==> src/ucr_fifo.sv <==
// ucr_fifo: short register queue between the front and back of the tessellator.
// No package dependency.

module ucr_fifo #(
    parameter int W     = 8,
    parameter int DEPTH = 2
) (
    input  logic            i_clk,
    input  logic            i_rst_n,
    input  logic            i_push_valid,
    output logic            o_push_ready,
    input  logic [W-1:0]    i_push_data,
    output logic            o_pop_valid,
    input  logic            i_pop_ready,
    output logic [W-1:0]    o_pop_data
);

    localparam int PW = (DEPTH > 1) ? $clog2(DEPTH) : 1;
    localparam int CW = $clog2(DEPTH + 1);

    logic [W-1:0]  r_mem [DEPTH];
    logic [PW-1:0] r_wp;
    logic [PW-1:0] r_rp;
    logic [CW-1:0] r_cnt;
    logic          push;
    logic          pop;

    assign o_push_ready = (r_cnt != CW'(DEPTH));
    assign o_pop_valid  = (r_cnt != '0);
    assign o_pop_data   = r_mem[r_rp];
    assign push         = i_push_valid && o_push_ready;
    assign pop          = o_pop_valid && i_pop_ready;

    always_ff @(posedge i_clk) begin
        if (push) begin
            r_mem[r_wp] <= i_push_data;
        end
    end

    always_ff @(posedge i_clk) begin
        if (!i_rst_n) begin
            r_wp  <= '0;
            r_rp  <= '0;
            r_cnt <= '0;
        end else begin
            if (push) begin
                r_wp <= (r_wp == PW'(DEPTH - 1)) ? '0 : r_wp + PW'(1);
            end
            if (pop) begin
                r_rp <= (r_rp == PW'(DEPTH - 1)) ? '0 : r_rp + PW'(1);
            end
            if (push && !pop) begin
                r_cnt <= r_cnt + CW'(1);
            end else if (pop && !push) begin
                r_cnt <= r_cnt - CW'(1);
            end
        end
    end

    a_cnt_bound: assert property (@(posedge i_clk) disable iff (!i_rst_n)
        r_cnt <= CW'(DEPTH))
        else $error("queue count beyond depth");

endmodule

==> config.mk <==
export PLATFORM = sky130hd
export DESIGN_NAME = ucr_fifo
export DESIGN_NICKNAME = d
export VERILOG_FILES = /design/src/ucr_fifo.sv
export SDC_FILE = /design/constraint.sdc
export NUM_CORES = 1
export LEC_CHECK = 0
export ABC_AREA = 1
export ABC_CLOCK_PERIOD_IN_PS = 1300
export BUFFER_PORTS_ARGS = -buffer_cell sky130_fd_sc_hd__buf_2
export CORE_MARGIN = 1.5
export CORE_UTILIZATION = 32
export CTS_CLUSTER_SIZE = 14
export DETAILED_ROUTE_END_ITERATION = 8
export SYNTH_ARGS = -nofsm -noshare
export SYNTH_HDL_FRONTEND = slang
export SYNTH_SLANG_ARGS = --single-unit
export TNS_END_PERCENT = 100
==> constraint.sdc <==
create_clock -name i_clk -period 1.3 [get_ports i_clk]
set_input_delay 0.065 -clock i_clk [delete_from_list [all_inputs] [get_ports i_clk]]
set_output_delay 0.065 -clock i_clk [all_outputs]
set_load 0.05 [all_outputs]
# Yosys cells after proc, flatten, opt, wreduce, memory -nomap -nowiden
# Memories as Yosys holds them, arrays and structs flattened. A register that Yosys moved wholly into a read port is not among the register bits.
# Index checks and enable logic that the tools add are counted.
[totals] reg_bits=4 mem_bits_rw=16 input_bits=12 out_inout_bits=10 memories=1
[classes] add_sub_neg=4 eq_ne=1 muxes=8 reduce_logical=8
[mem_list] memory="r_mem" depth=2 width=8 rd=1 rd_ports_with_merged_regs=1 wr=1 line="21" text="logic [W-1:0] r_mem [DEPTH];"
[op_table] op="$mux W1" count=6
[op_table] op="$logic_and A1 B1 Y1" count=4
[op_table] op="$mux W2" count=2
[op_table] op="$reduce_bool A2 Y1" count=2
[op_table] op="$add A1 B1 Y1 const B" count=2
[op_table] op="$add A2 B1 Y2 const B" count=1
[op_table] op="$logic_not A1 Y1" count=2
[op_table] op="$ne A2 B2 Y1 const B" count=1
[op_table] op="$sub A2 B1 Y2 const B" count=1

# Longest topological paths before layout
[logic_depth] depth_word=6 ltp_mapped=11 ltp_nobuf=11

# Least setup slack after synthesis
# Ideal clock, no wire load.
[synth_path] path_type="reg2reg" startpoint="register r_cnt[0]" endpoint="memory r_mem[1][0] (enable)" setup_ns=0.370 t_arrival_ns=1.053 required_ns=0.930 setup_slack_ns=-0.124 stages_incl_launch_ff=5 period_less_slack_ns=1.424 path_cell_list="dfxtp_1 inv_2 nand2_4 nand2_4 nor2_1"
[synth_between] elab_chain_len=4
[synth_lines] element="from (decl)" line="24" text="logic [CW-1:0] r_cnt;"
[synth_lines] element="from (signal assigned)" line="53" text="r_cnt <= r_cnt + CW'(1);"
[synth_lines] element="from (signal assigned)" line="55" text="r_cnt <= r_cnt - CW'(1);"
[synth_lines] element="$ne A2 B2 Y1" line="28" text="assign o_push_ready = (r_cnt != CW'(DEPTH));"
[synth_lines] element="net o_push_ready" line="11" text="output logic o_push_ready,"
[synth_lines] element="$logic_and A1 B1 Y1" line="31" text="assign push = i_push_valid && o_push_ready;"
[synth_lines] element="$mux W1" line="35" text="if (push) begin"
[synth_lines] element="$mux W1 (not written as such)" line="36" text="r_mem[r_wp] <= i_push_data;"
[synth_lines] element="to (decl)" line="21"
# The timed path passes the listed nets, and every way through them passes these cells.

==> flow_summary.ini <==
[sta]
maxSlewHeadroom = 0.834
rsz0062_at_grt = yes
final.setup.worst_slack_ps = -11.4
setup_viol = 8
max_freq_mhz = 763
slew_violations = 0
fin_skew_ps = 6.35
worstMarginPinSlew_ps = 250
timing.final.crit_share = 1.01
hold_viol_final = 0
period_needed_ps = 1310

[detailed_routing]
vias = 569
ant_nets = 0
dr.pass1.iters = 3
wire_per_inst_um = 11.1
drt-initial-drc-count = 1
avgViaCountPerCell = 4.45
drc = 0
routed_wl_um = 1420

[worst_setup_path]
start_kind = register
required_ps = 1240
crit_fanout = 8
crit_path_end_kind = output port
worstRegToRegCells = 8
worstReg2RegEnd = r_cnt[1]
r2r_setup_slack_ps = 60
arrival_ps = 1250
critPathKind = register to output port
timing.rr.start = r_cnt[0]

[synthesis]
synth_cells = 62
yosys.area_share.xor_xnor = 0
syn_area_sq_um = 836
synth_top_family_by_area = simple AND/OR/NAND/NOR gates
synth_compound_area_frac = 0.0284
yosysSeqAreaShare = 0.695
synth.distinct_cells = 18
synthMuxAreaShare = 0.108
synth_nets = 75
synthAdderAreaFrac = 0.0150
avgSynthCellArea_sq_um = 13.5
ys_warn_count = 0
ys_ff_latch = 21
yosys.area_share.simple = 0.111

[power]
peakVddDrop_mv = 1.38
power_density_mw_per_mm2 = 2020
fin_total_pwr_uw = 2580
leakagePower_uw = 0.000527

[clock_tree]
clockBufferDepth = 2
cts_tree = built
clkTransAtPathRegs_ps = 110
cts_max_level = 1
cts_buffers = 3
cts.sink_count = 21
clk_latency_ps = 290
cts-root-buf = clkbuf_4

[cells_and_area]
syn_to_final_growth_pct = 52.8
fin_nets = 112
utilization = 0.516
drive_gt1_frac = 0.500
final_common_cell = edfxtp_1
instances_no_fill = 128
final_area_sq_mm = 0.00128
n_antenna_cell = 0
mostFrequentLayoutCells = edfxtp_1 (16), buf_2 (13), buf_8 (9)

[floorplanning]
die_area_sq_mm = 0.00293
io_pins = 22
start_util = 0.337
die_w_um = 54.1
rows = 18
coreArea_sq_mm = 0.00248
die_y_um = 54.1

[grt]
antenna_found_initial = 0
grt_pass1_vias = 557
grt.overflow.total = 0
track_usage = 0.109
grt_max_degree = 13
grt_first_pass_wirelength_um = 2230

[place]
hpwl_um = 939
dpl.cell_count = 115
io_buffer_count = 21
dpl_cell_area_sq_mm = 0.00101
gp_congestion = 0.706

[run]
maxCapViolations = 0

[hold_path]
hold_path.class = input pin to register
holdPathEnd = r_cnt[1]
min_path_cells = 3
min-delay-start = i_rst_n

[status]
status = finished with violations
violations = negative setup slack
per-stage QoR:
step,hold slack [ps],TNS [ps],setup slack [ps]
final,23.8,-72.8,-11.4
after global routing,25.6,-487,-61.4
after CTS,9.75,-247,-33.7
after detailed placement,258,0,22.4
after global placement,255,0,29.5
after floorplan,164,-750,-46.9
flip-flops by register name, summed over array words and instances, names as in the netlist, named ones only:
signal  count
r_wp        1
r_rp        1
r_mem      16
r_cnt       2
power by group:
| part | total (uW) | leakage [uW] | switching [uW] | internal (uW) |
|---|---|---|---|---|
| clock network | 293 | 0.0000177 | 179 | 114 |
| registers | 962 | 0.000192 | 91.5 | 870 |
| logic | 1320 | 0.000317 | 758 | 566 |
worst max-delay path by stage:
stage                        start             to
final                     register  o_pop_data[7]
after global routing      register  o_pop_data[1]
after CTS                 register  o_pop_data[3]
after detailed placement  r_cnt[0]       r_cnt[1]
after global placement    r_cnt[1]       r_cnt[1]
after floorplan           r_cnt[0]    r_mem[1][0]
cell usage after synthesis:
cell type   n  area, sq um
a21oi_1     1         5.00
buf_2       1         5.00
clkinv_2    1         5.00
dfxtp_1     5          100
edfxtp_1   16          480
ha_1        1         12.5
inv_1       6         22.5
inv_2       1         3.75
mux2_2      8         90.1
nand2_1     6         22.5
nand2_2     1         6.26
nand2_4     2         22.5
nand3_1     1         5.00
nand4_1     1         6.26
nor2_1      8         30.0
o21a_2      1         8.76
o21ai_0     1         5.00
o21ai_1     1         5.00
layout make-up:
cell class | instances | area [sq um]
Sequential cell | 21 | 587
Clock inverter | 1 | 5.00
Tap cell | 30 | 37.5
Fill cell | 237 | 1200
Timing Repair Buffer | 33 | 303
Clock buffer | 3 | 22.5
Inverter | 8 | 37.5
Multi-Input combinational cell | 32 | 285
cell families (layout without fill, tap and decap cells):
| logic type | after synthesis | after routing |
|---|---|---|
| muxes | 8 | 8 |
| DFF | 21 | 21 |
| buffers and inverters | 9 | 45 |
| and+or+nand+nor | 19 | 19 |
| AOI/OAI and AO/OA | 4 | 4 |
| adders and majority gates | 1 | 1 |
critical path: stages (launching register included):
cell and delay (ps):
dfxtp_2 350, buf_8 140, mux2_4 320, buf_8 150
routing by layer:
metal  wire [um]  GRT usage  up-vias
met4           0     0.0375        0
met2         747      0.193       14
li1            -          -      285
met3          70     0.0333        0
met1         599      0.125      270
met5           0          0        -
what timing repair did:
| action | 4_1_cts | 5_1_grt |
|---|---|---|
| endpoints found under the setup margin | 9 | 10 |
| hold endpoints to repair | 16 | 0 |
| hold buffers | 8 | 0 |
| pin swaps | 0 | 1 |
| setup buffers | 1 | 0 |
| resized for setup | 37 | 6 |
Note: power is estimated with default switching activity, not from simulation.
