$ cat src/ucr_pkg.sv
// ucr_pkg: shared constants, coefficient struct and back-end state type for the
// uniform Catmull-Rom tessellator. No dependencies.

package ucr_pkg;

    localparam int MAX_SAMPLES_DEF = 64;
    localparam int COORD_W         = 32;
    localparam int CFG_W           = 7;
    localparam int IDX_W           = 6;
    localparam int QUOT_W          = 42;  // integer part of running terms
    localparam int QUEUE_DEPTH     = 2;

    localparam logic [CFG_W-1:0] SAMPLES_RESET = 7'd16;
    localparam logic [1:0]       SEEN_FULL     = 2'd3;

    // per-axis segment coefficients (a = 2*p1 is carried as p1)
    typedef struct packed {
        logic signed [31:0] p1;
        logic signed [32:0] b;
        logic signed [35:0] c;
        logic signed [34:0] d;
    } t_coef;

    typedef enum logic [3:0] {
        B_IDLE,
        B_MUL1,
        B_MUL2,
        B_DIVST,
        B_DIV,
        B_CALC,
        B_SQ,
        B_SUM,
        B_ROOT,
        B_OUT
    } t_bstate;

endpackage

$ cat src/ucr_if.sv
// Handshake channels for control points in and curve samples out.
// Depends on ucr_pkg for field widths.

interface ucr_point_if;
    logic                                   valid;
    logic                                   ready;
    logic signed [ucr_pkg::COORD_W-1:0]     point_x;
    logic signed [ucr_pkg::COORD_W-1:0]     point_y;
    logic signed [ucr_pkg::COORD_W-1:0]     point_z;

    modport source (output valid, point_x, point_y, point_z, input ready);
    modport sink   (input valid, point_x, point_y, point_z, output ready);
endinterface


$ cat src/ucr_front.sv
// ucr_front: point window, sample-count register and segment coefficients.
// Depends on ucr_pkg and ucr_point_if; pushes segment jobs to ucr_fifo.

module ucr_front #(
    parameter int MAX_SAMPLES = ucr_pkg::MAX_SAMPLES_DEF,
    parameter int DW          = $clog2(MAX_SAMPLES),
    parameter int JW          = 3 * $bits(ucr_pkg::t_coef) + DW
) (
    input  logic                        i_clk,
    input  logic                        i_rst_n,
    input  logic                        i_cfg_we,
    input  logic [ucr_pkg::CFG_W-1:0]   i_cfg_wdata,
    ucr_point_if.sink                   i_point,
    output logic                        o_push_valid,
    output logic [JW-1:0]               o_push_data,
    input  logic                        i_push_ready
);

    logic signed [31:0]          r_p0 [3];
    logic signed [31:0]          r_p1 [3];
    logic signed [31:0]          r_p2 [3];
    logic signed [31:0]          pin  [3];
    logic [1:0]                  r_seen;
    logic [ucr_pkg::CFG_W-1:0]   r_samples;
    logic                        accept;
    logic [8:0]                  cfg9;
    logic [8:0]                  n9;
    logic [8:0]                  d9;
    ucr_pkg::t_coef [2:0]        coefs;

    assign pin[0] = i_point.point_x;
    assign pin[1] = i_point.point_y;
    assign pin[2] = i_point.point_z;

    assign i_point.ready = (r_seen != ucr_pkg::SEEN_FULL) || i_push_ready;
    assign accept        = i_point.valid && i_point.ready;
    assign o_push_valid  = i_point.valid && (r_seen == ucr_pkg::SEEN_FULL);

    // clamp sample count to [2, MAX_SAMPLES]; job carries D = n-1
    always_comb begin
        cfg9 = {2'b00, r_samples};
        if (cfg9 < 9'd2) begin
            n9 = 9'd2;
        end else if (cfg9 > 9'(MAX_SAMPLES)) begin
            n9 = 9'(MAX_SAMPLES);
        end else begin
            n9 = cfg9;
        end
        d9 = n9 - 9'd1;
    end

    always_comb begin
        for (int k = 0; k < 3; k++) begin
            coefs[k].p1 = r_p1[k];
            coefs[k].b  = 33'(r_p2[k]) - 33'(r_p0[k]);
            coefs[k].c  = (36'(r_p0[k]) <<< 1) - (36'(r_p1[k]) <<< 2) - 36'(r_p1[k])
                        + (36'(r_p2[k]) <<< 2) - 36'(pin[k]);
            coefs[k].d  = 35'(r_p1[k]) + (35'(r_p1[k]) <<< 1) - 35'(r_p0[k])
                        - 35'(r_p2[k]) - (35'(r_p2[k]) <<< 1) + 35'(pin[k]);
        end
    end

    assign o_push_data = {coefs, d9[DW-1:0]};

    always_ff @(posedge i_clk) begin
        if (!i_rst_n) begin
            r_samples <= ucr_pkg::SAMPLES_RESET;
        end else if (i_cfg_we) begin
            r_samples <= i_cfg_wdata;
        end
    end

    always_ff @(posedge i_clk) begin
        if (!i_rst_n) begin
            r_seen <= 2'd0;
            for (int k = 0; k < 3; k++) begin
                r_p0[k] <= '0;
                r_p1[k] <= '0;
                r_p2[k] <= '0;
            end
        end else if (accept) begin
            if (r_seen != ucr_pkg::SEEN_FULL) begin
                r_seen <= r_seen + 2'd1;
            end
            for (int k = 0; k < 3; k++) begin
                r_p0[k] <= r_p1[k];
                r_p1[k] <= r_p2[k];
                r_p2[k] <= pin[k];
            end
        end
    end

    a_fill_count: assert property (@(posedge i_clk) disable iff (!i_rst_n)
        (accept && r_seen != ucr_pkg::SEEN_FULL) |=> (r_seen == $past(r_seen) + 2'd1))
        else $error("window fill count did not advance");

endmodule

$ cat src/flat_wrapper.sv
// flat-port wrapper written by rule: the top's interface ports become plain ports
module ucr_front_flat 
#(
    parameter int MAX_SAMPLES = ucr_pkg::MAX_SAMPLES_DEF,
    parameter int DW          = $clog2(MAX_SAMPLES),
    parameter int JW          = 3 * $bits(ucr_pkg::t_coef) + DW
)
  (i_clk, i_rst_n, i_cfg_we, i_cfg_wdata, o_push_valid, o_push_data, i_push_ready, i_point_valid, i_point_point_x, i_point_point_y, i_point_point_z, i_point_ready);
  ucr_point_if i_point_i ();
  input  logic i_clk;
  input  logic i_rst_n;
  input  logic i_cfg_we;
  input  logic [ucr_pkg::CFG_W-1:0] i_cfg_wdata;
  output logic o_push_valid;
  output logic [JW-1:0] o_push_data;
  input  logic i_push_ready;
  input wire logic [$bits(i_point_i.valid)-1:0] i_point_valid;
  input wire logic [$bits(i_point_i.point_x)-1:0] i_point_point_x;
  input wire logic [$bits(i_point_i.point_y)-1:0] i_point_point_y;
  input wire logic [$bits(i_point_i.point_z)-1:0] i_point_point_z;
  output wire logic [$bits(i_point_i.ready)-1:0] i_point_ready;
  assign i_point_i.valid = i_point_valid;
  assign i_point_i.point_x = i_point_point_x;
  assign i_point_i.point_y = i_point_point_y;
  assign i_point_i.point_z = i_point_point_z;
  assign i_point_ready = i_point_i.ready;
  ucr_front #(.MAX_SAMPLES(MAX_SAMPLES), .DW(DW), .JW(JW)) u_core (.i_clk(i_clk), .i_rst_n(i_rst_n), .i_cfg_we(i_cfg_we), .i_cfg_wdata(i_cfg_wdata), .i_point(i_point_i), .o_push_valid(o_push_valid), .o_push_data(o_push_data), .i_push_ready(i_push_ready));
endmodule
$ cat config.mk
export PLATFORM = sky130hd
export DESIGN_NAME = ucr_front_flat
export DESIGN_NICKNAME = d
export VERILOG_FILES = /design/src/ucr_pkg.sv /design/src/ucr_if.sv /design/src/ucr_front.sv /design/src/flat_wrapper.sv
export SDC_FILE = /design/constraint.sdc
export NUM_CORES = 2
export LEC_CHECK = 0
export ABC_AREA = 1
export BUFFER_PORTS_ARGS = -buffer_cell sky130_fd_sc_hd__buf_2
export CORE_UTILIZATION = 40
export DETAILED_ROUTE_END_ITERATION = 16
export PLACE_DENSITY_LB_ADDON = 0.25
export SETUP_SLACK_MARGIN = 0.05
export SLEW_MARGIN = 20
export SYNTH_ARGS = -nofsm -noshare
export SYNTH_HDL_FRONTEND = slang
export SYNTH_SLANG_ARGS = --single-unit
$ cat constraint.sdc
create_clock -name i_clk -period 11.4 [get_ports i_clk]
set_clock_uncertainty 0.1 [all_clocks]
set_input_delay 0 -clock i_clk [delete_from_list [all_inputs] [get_ports i_clk]]
set_output_delay 0 -clock i_clk [all_outputs]
set_load 0.03 [all_outputs]
# Yosys cells after proc, flatten, opt, wreduce, memory -nomap -nowiden
# Memory sizes are Yosys's and may differ from the RTL's.
# Index checks and enable logic that the tools add are counted.
# Widths: inputs -> output; s select.
[word_totals]
reg_bits = 9
ramBits = 288
input_bits = 108
output_inout_bits = 416
elab_cells = 69
memories = 3
[memory_table]
columns = ["memory", "words", "width", "rd", "rd_ports_with_merged_regs", "wr", "line_no", "rtl"]
rows = [
  ["u_core.r_p0", 3, 32, 3, 0, 3, "ucr_front.sv:19", "logic signed [31:0] r_p0 [3];"],
  ["u_core.r_p1", 3, 32, 3, 0, 3, "ucr_front.sv:20", "logic signed [31:0] r_p1 [3];"],
  ["u_core.r_p2", 3, 32, 3, 0, 3, "ucr_front.sv:21", "logic signed [31:0] r_p2 [3];"],
]
[classes]
n_addsub = 32
magnitude_cmp = 2
n_eq_ne = 2
muxes = 15
bitwise = 9
n_reduce_logical = 4
[ops]
columns = ["operator", "n"]
rows = [
  ["$mux 32", 9],
  ["$add 36x34->36", 3],
  ["$sub 35x32->36", 3],
  ["$sub 36x32->36", 3],
  ["$add 35x32->35", 3],
  ["$sub 33x34->35", 3],
  ["$sub 34x32->35", 3],
  ["$sub 35x32->35", 3],
  ["$sub 35x33->35", 3],
  ["$add 32x33->34", 3],
  ["$sub 32x32->33", 3],
  ["$mux 6", 2],
  ["$or 1x1->1", 9],
  ["$gt 7x7->1 const B", 1],
  ["$lt 7x2->1 const B", 1],
  ["$sub 6x1->6 const B", 1],
  ["$mux 1", 4],
  ["$add 2x1->2 const B", 1],
  ["$eq 2x2->1 const B", 1],
  ["$logic_and 1x1->1", 2],
  ["$ne 2x2->1 const B", 1],
  ["$reduce_and 2->1", 1],
  ["$logic_or 1x1->1", 1],
]

# Longest topological paths before layout
[logic_depth]
word_depth = 7
depth_mapped = 19

# Least setup slack after synthesis
# No wires, ideal clock.
[synth_timing]
path_type = "register to register"
from = "register u_core.r_seen[0]"
to = "memory u_core.r_p0[0][0], enable pin"
setup_ps = 2173
arrival_time_ps = 5484
required_ps = 9127
path_slack_ps = 3643
path_stages_with_launch = 5
path_buffers = 0
path_cell_list = "dfxtp_1 ha_1 nand2_1 nand2_1 nand2_1"
[synth_rtl]
columns = ["item", "line_no", "rtl"]
rows = [
  ["start: declaration", "ucr_front.sv:23", "logic [1:0] r_seen;"],
  ["start signal: assignment", "ucr_front.sv:83", "r_seen <= r_seen + 2'd1;"],
  ["end: declaration", "ucr_front.sv:19", ""],
]

==> out/qor.yml <==
floorplanning:
  fp.dieW_um: 356.4
  floorplan.initialDensity_pct: 40.48
  die_h_um: 356.4
  ios: 524
  die_area_sq_mm: 0.1270
  standard_cell_rows: 129
  core-area_sq_mm: 0.1241
sta:
  final-max-slew-violation-count: 0
  period_utilisation_layout_pct: 46.00
  final_report_hold_violation_count: 0
  max_slew.worst_pin.slew_ns: 1.120
  finalWorstPathRequiredPeriod_ns: 5.244
  final.setup.tns_ns: 0
  fmax_mhz: 190.7
  max_slew_margin_pct: 25.33
  final_setup_violation_count: 0
  grt_setup_unrepaired: "no"
place:
  placed_area_sq_mm: 0.05483
  routabilityCongestion: 1.037
  post-dp-hpwl_mm: 159.2
  io_buffers: 523
synth:
  ys_types: 38
  synthesis.instances: 6745
  syn_area_per_cell_sq_um: 7.448
  postSynthNetCount: 7941
  ys_seq_area_share_pct: 17.57
  yosys_register_bits: 297
  syn-cell-area_sq_mm: 0.05024
  post-synth-top-area-cell: "sky130_fd_sc_hd__fa_1"
  synth.top_cells.by_area: "sky130_fd_sc_hd__fa_1 27%, sky130_fd_sc_hd__edfxtp_1 17%, sky130_fd_sc_hd__inv_1 14%"
  ys.warnings.count: 0
  fraction_of_post_synthesis_cell_area_in_the_top_cell_type_by_area_pct: 26.90
drt:
  drt_iter0_drc: 3351
  dr_total_vias: 44640
  drt_drc_violations_left: 0
  number_of_search_and_repair_iterations_in_the_first_detailed_routing_pass: 6
  ant_nets: 0
  avgViaCountPerCell: 4.920
  drt-total-wl_mm: 181.3
  wl_per_cell_um: 19.98
critical_path:
  arrival_time_reported_for_the_critical_path_endpoint_ns: 5.14
  critPathSlowestCell: "sky130_fd_sc_hd__edfxtp_1"
  path_common_cell: "sky130_fd_sc_hd__nand2_1"
  worst_reg2reg_path_depth: 6
  crit_required_ns: 11.30
  crit_path_start_kind: "flip-flop"
  timing.critical_path.cells: "fa_1 -> ha_1 -> fa_1 -> inv_1 -> ha_1 -> inv_1 -> fa_1 -> inv_1 -> nand3_1 -> nand2_1 -> nand3_1 -> nand2_2 -> nand2_1 -> nand2_1 -> nand2_1 -> nand2_1 -> nand2_1 -> nand2_1 -> buf_2"
  crit_fanout: 4
  critical_path_class: "flip-flop to output port"
  timing.critical_path.to_type: "output port"
  critPathMaxStageDelay_ns: 0.50
final_layout:
  flow.area_growth_from_synthesis_pct: 14.15
  multi_input_area_sq_mm: 0.03428
  finish.net_count: 8601
  filler_cell_count: 12890
  post_route_cells_drive_above_1_share_pct: 9.214
  seqCellArea_sq_mm: 0.008828
  final_cell_area_sq_mm: 0.05735
min_path:
  holdCritPathClass: "input pin to flip-flop"
  holdPathStages: 3
clock_tree:
  clk_root_buffer_cell: "sky130_fd_sc_hd__clkbuf_16"
  tritoncts_buffer_count: 40
  clockBufferDepth: 3
  cts.repair_timing.setup_buffer_count: 0
  tritoncts: "yes"
  cts-htree-levels: 2
  clk_pin_slew_ns: 0.06
  numClockSinks: 297
  clkLatencyLatePin_ns: 0.57
run:
  drv_cap: 0
global_route:
  global_route.overflow_total: 0
  groute.usage.overall_pct: 28.34
  antenna_found_initial: 3
  grt_max_degree: 142
  number_of_global_route_vias_before_repair: 45200
  global_route_wire_length_before_repair_mm: 272.2
status:
  run_status: "completed"
==> per-stage QoR <==
stage / worst slack (ns) / std cells / util [%] / hold WS (ns)
finish: 6.156 / 9074 / 46.20 / 0.1093
global route: 5.953 / 9073 / 46.20 / 0.1044
CTS: 6.195 / 9071 / 46.20 / 0.07317
detailed placement: 6.827 / 8878 / 44.17 / 0.1320
global placement: 6.826 / 8878 / 44.17 / 0.1248
floorplan: 3.643 / 6745 / - / 0.02620
==> registers in the layout, indices dropped and copies added, names as in the netlist <==
| name | cells |
|---|---|
| u_core.r_p1 | 96 |
| u_core.r_seen | 2 |
| u_core.r_samples | 7 |
| u_core.r_p2 | 96 |
| u_core.r_p0 | 96 |
==> per-layer routing <==
metal / wire length (um) / track usage, % / vias to the layer above
li1: - / - / 21340
met5: 0 / 0 / -
met2: 84000 / 46.79 / 1417
met3: 12450 / 4.839 / 222
met1: 78710 / 37.88 / 21660
met4: 6148 / 8.549 / 0
==> cells in the mapped netlist, drive strengths merged <==
cell	count
a21o	7
a21oi	309
edfxtp	288
o21bai	30
xor2	141
a31oi	1
nor3	68
nand3b	17
ha	413
nand3	209
clkbuf	8
and3	1
o21a	1
nand4	60
buf	25
o211ai	1
o21ai	209
or2	1
nand2	1567
and2	9
dfxtp	9
a41o	1
inv	1864
nor2	789
nor4	10
fa	675
xnor2	32
==> final timing paths <==
check	start	endpoint	slack, ns
worst min register to register	u_core.r_seen[1]$_SDFFE_PN0P_	u_core.r_seen[1]$_SDFFE_PN0P_	0.38
worst max register to register	u_core.r_seen[1]$_SDFFE_PN0P_	u_core.r_p2[0][12]$_SDFFCE_PN0P_	7.86
worst min-delay path	i_cfg_we	u_core.r_samples[4]$_SDFFE_PN1P_	0.11
worst max-delay path	u_core.r_p1[0][0]$_SDFFCE_PN0P_	o_push_data[69]	6.16
==> logic make-up (layout without fill, tap and decap cells) <==
logic type	count (synthesis)	after routing	synth area share, %
simple gates	2731	2731	22.16
other cells	0	3	0
fa+ha+maj	1088	1088	37.18
flops	297	297	17.57
xor+xnor	173	173	3.016
compound gates	559	559	5.835
buf+inv	1897	2586	14.24
==> placed cells by master, fill, tap and decap left out, types with 4 or more instances in the layout <==
cell,n
sky130_fd_sc_hd__nand3b_1,17
sky130_fd_sc_hd__a21oi_2,5
sky130_fd_sc_hd__nor2_1,773
sky130_fd_sc_hd__buf_2,523
sky130_fd_sc_hd__o21ai_0,201
sky130_fd_sc_hd__xor2_1,141
sky130_fd_sc_hd__clkinv_1,6
sky130_fd_sc_hd__xnor2_1,32
sky130_fd_sc_hd__nand3_2,9
sky130_fd_sc_hd__nand2_1,1511
sky130_fd_sc_hd__a21oi_1,304
sky130_fd_sc_hd__nand3_1,199
sky130_fd_sc_hd__a21o_1,7
sky130_fd_sc_hd__ha_1,413
sky130_fd_sc_hd__nand2_2,54
sky130_fd_sc_hd__nor3_1,65
sky130_fd_sc_hd__buf_4,5
sky130_fd_sc_hd__o21ai_1,6
sky130_fd_sc_hd__and2_1,9
sky130_fd_sc_hd__nand4_1,60
sky130_fd_sc_hd__nor2_4,5
sky130_fd_sc_hd__edfxtp_1,288
sky130_fd_sc_hd__fa_1,675
sky130_fd_sc_hd__clkbuf_16,42
sky130_fd_sc_hd__o21bai_1,29
sky130_fd_sc_hd__clkinv_2,7
sky130_fd_sc_hd__dfxtp_1,9
sky130_fd_sc_hd__nor2_2,11
sky130_fd_sc_hd__inv_1,1862
sky130_fd_sc_hd__dlygate4sd3_1,122
sky130_fd_sc_hd__nor4_1,10
sky130_fd_sc_hd__clkbuf_1,5
sky130_fd_sc_hd__inv_6,4
==> area by class of cell <==
cell class | instances | share of cell area (%)
Clock buffer | 48 | 1.889
Timing Repair Buffer | 651 | 6.794
Antenna cell | 3 | 0.01309
Multi-Input combinational cell | 4551 | 59.77
Inverter | 1864 | 12.20
Tap cell | 1637 | 3.572
Sequential cell | 297 | 15.39
Clock inverter | 23 | 0.3622
==> what timing repair did <==
item,4_1_cts,5_1_grt
hold buffers,122,0
resized for setup,0,0
endpoints found under the hold margin,105,0
==> worst max-delay path, delay by kind of cell, from the launching register on <==
family | cells | cell delay (ns)
adders and majority gates | 5 | 2.12
and+or+nand+nor | 10 | 1.28
buffers and inverters | 4 | 0.66
DFF | 1 | 0.50
Power is not shown: default switching activity piles up to over one toggle a cycle in this logic, so the estimate is an artifact.
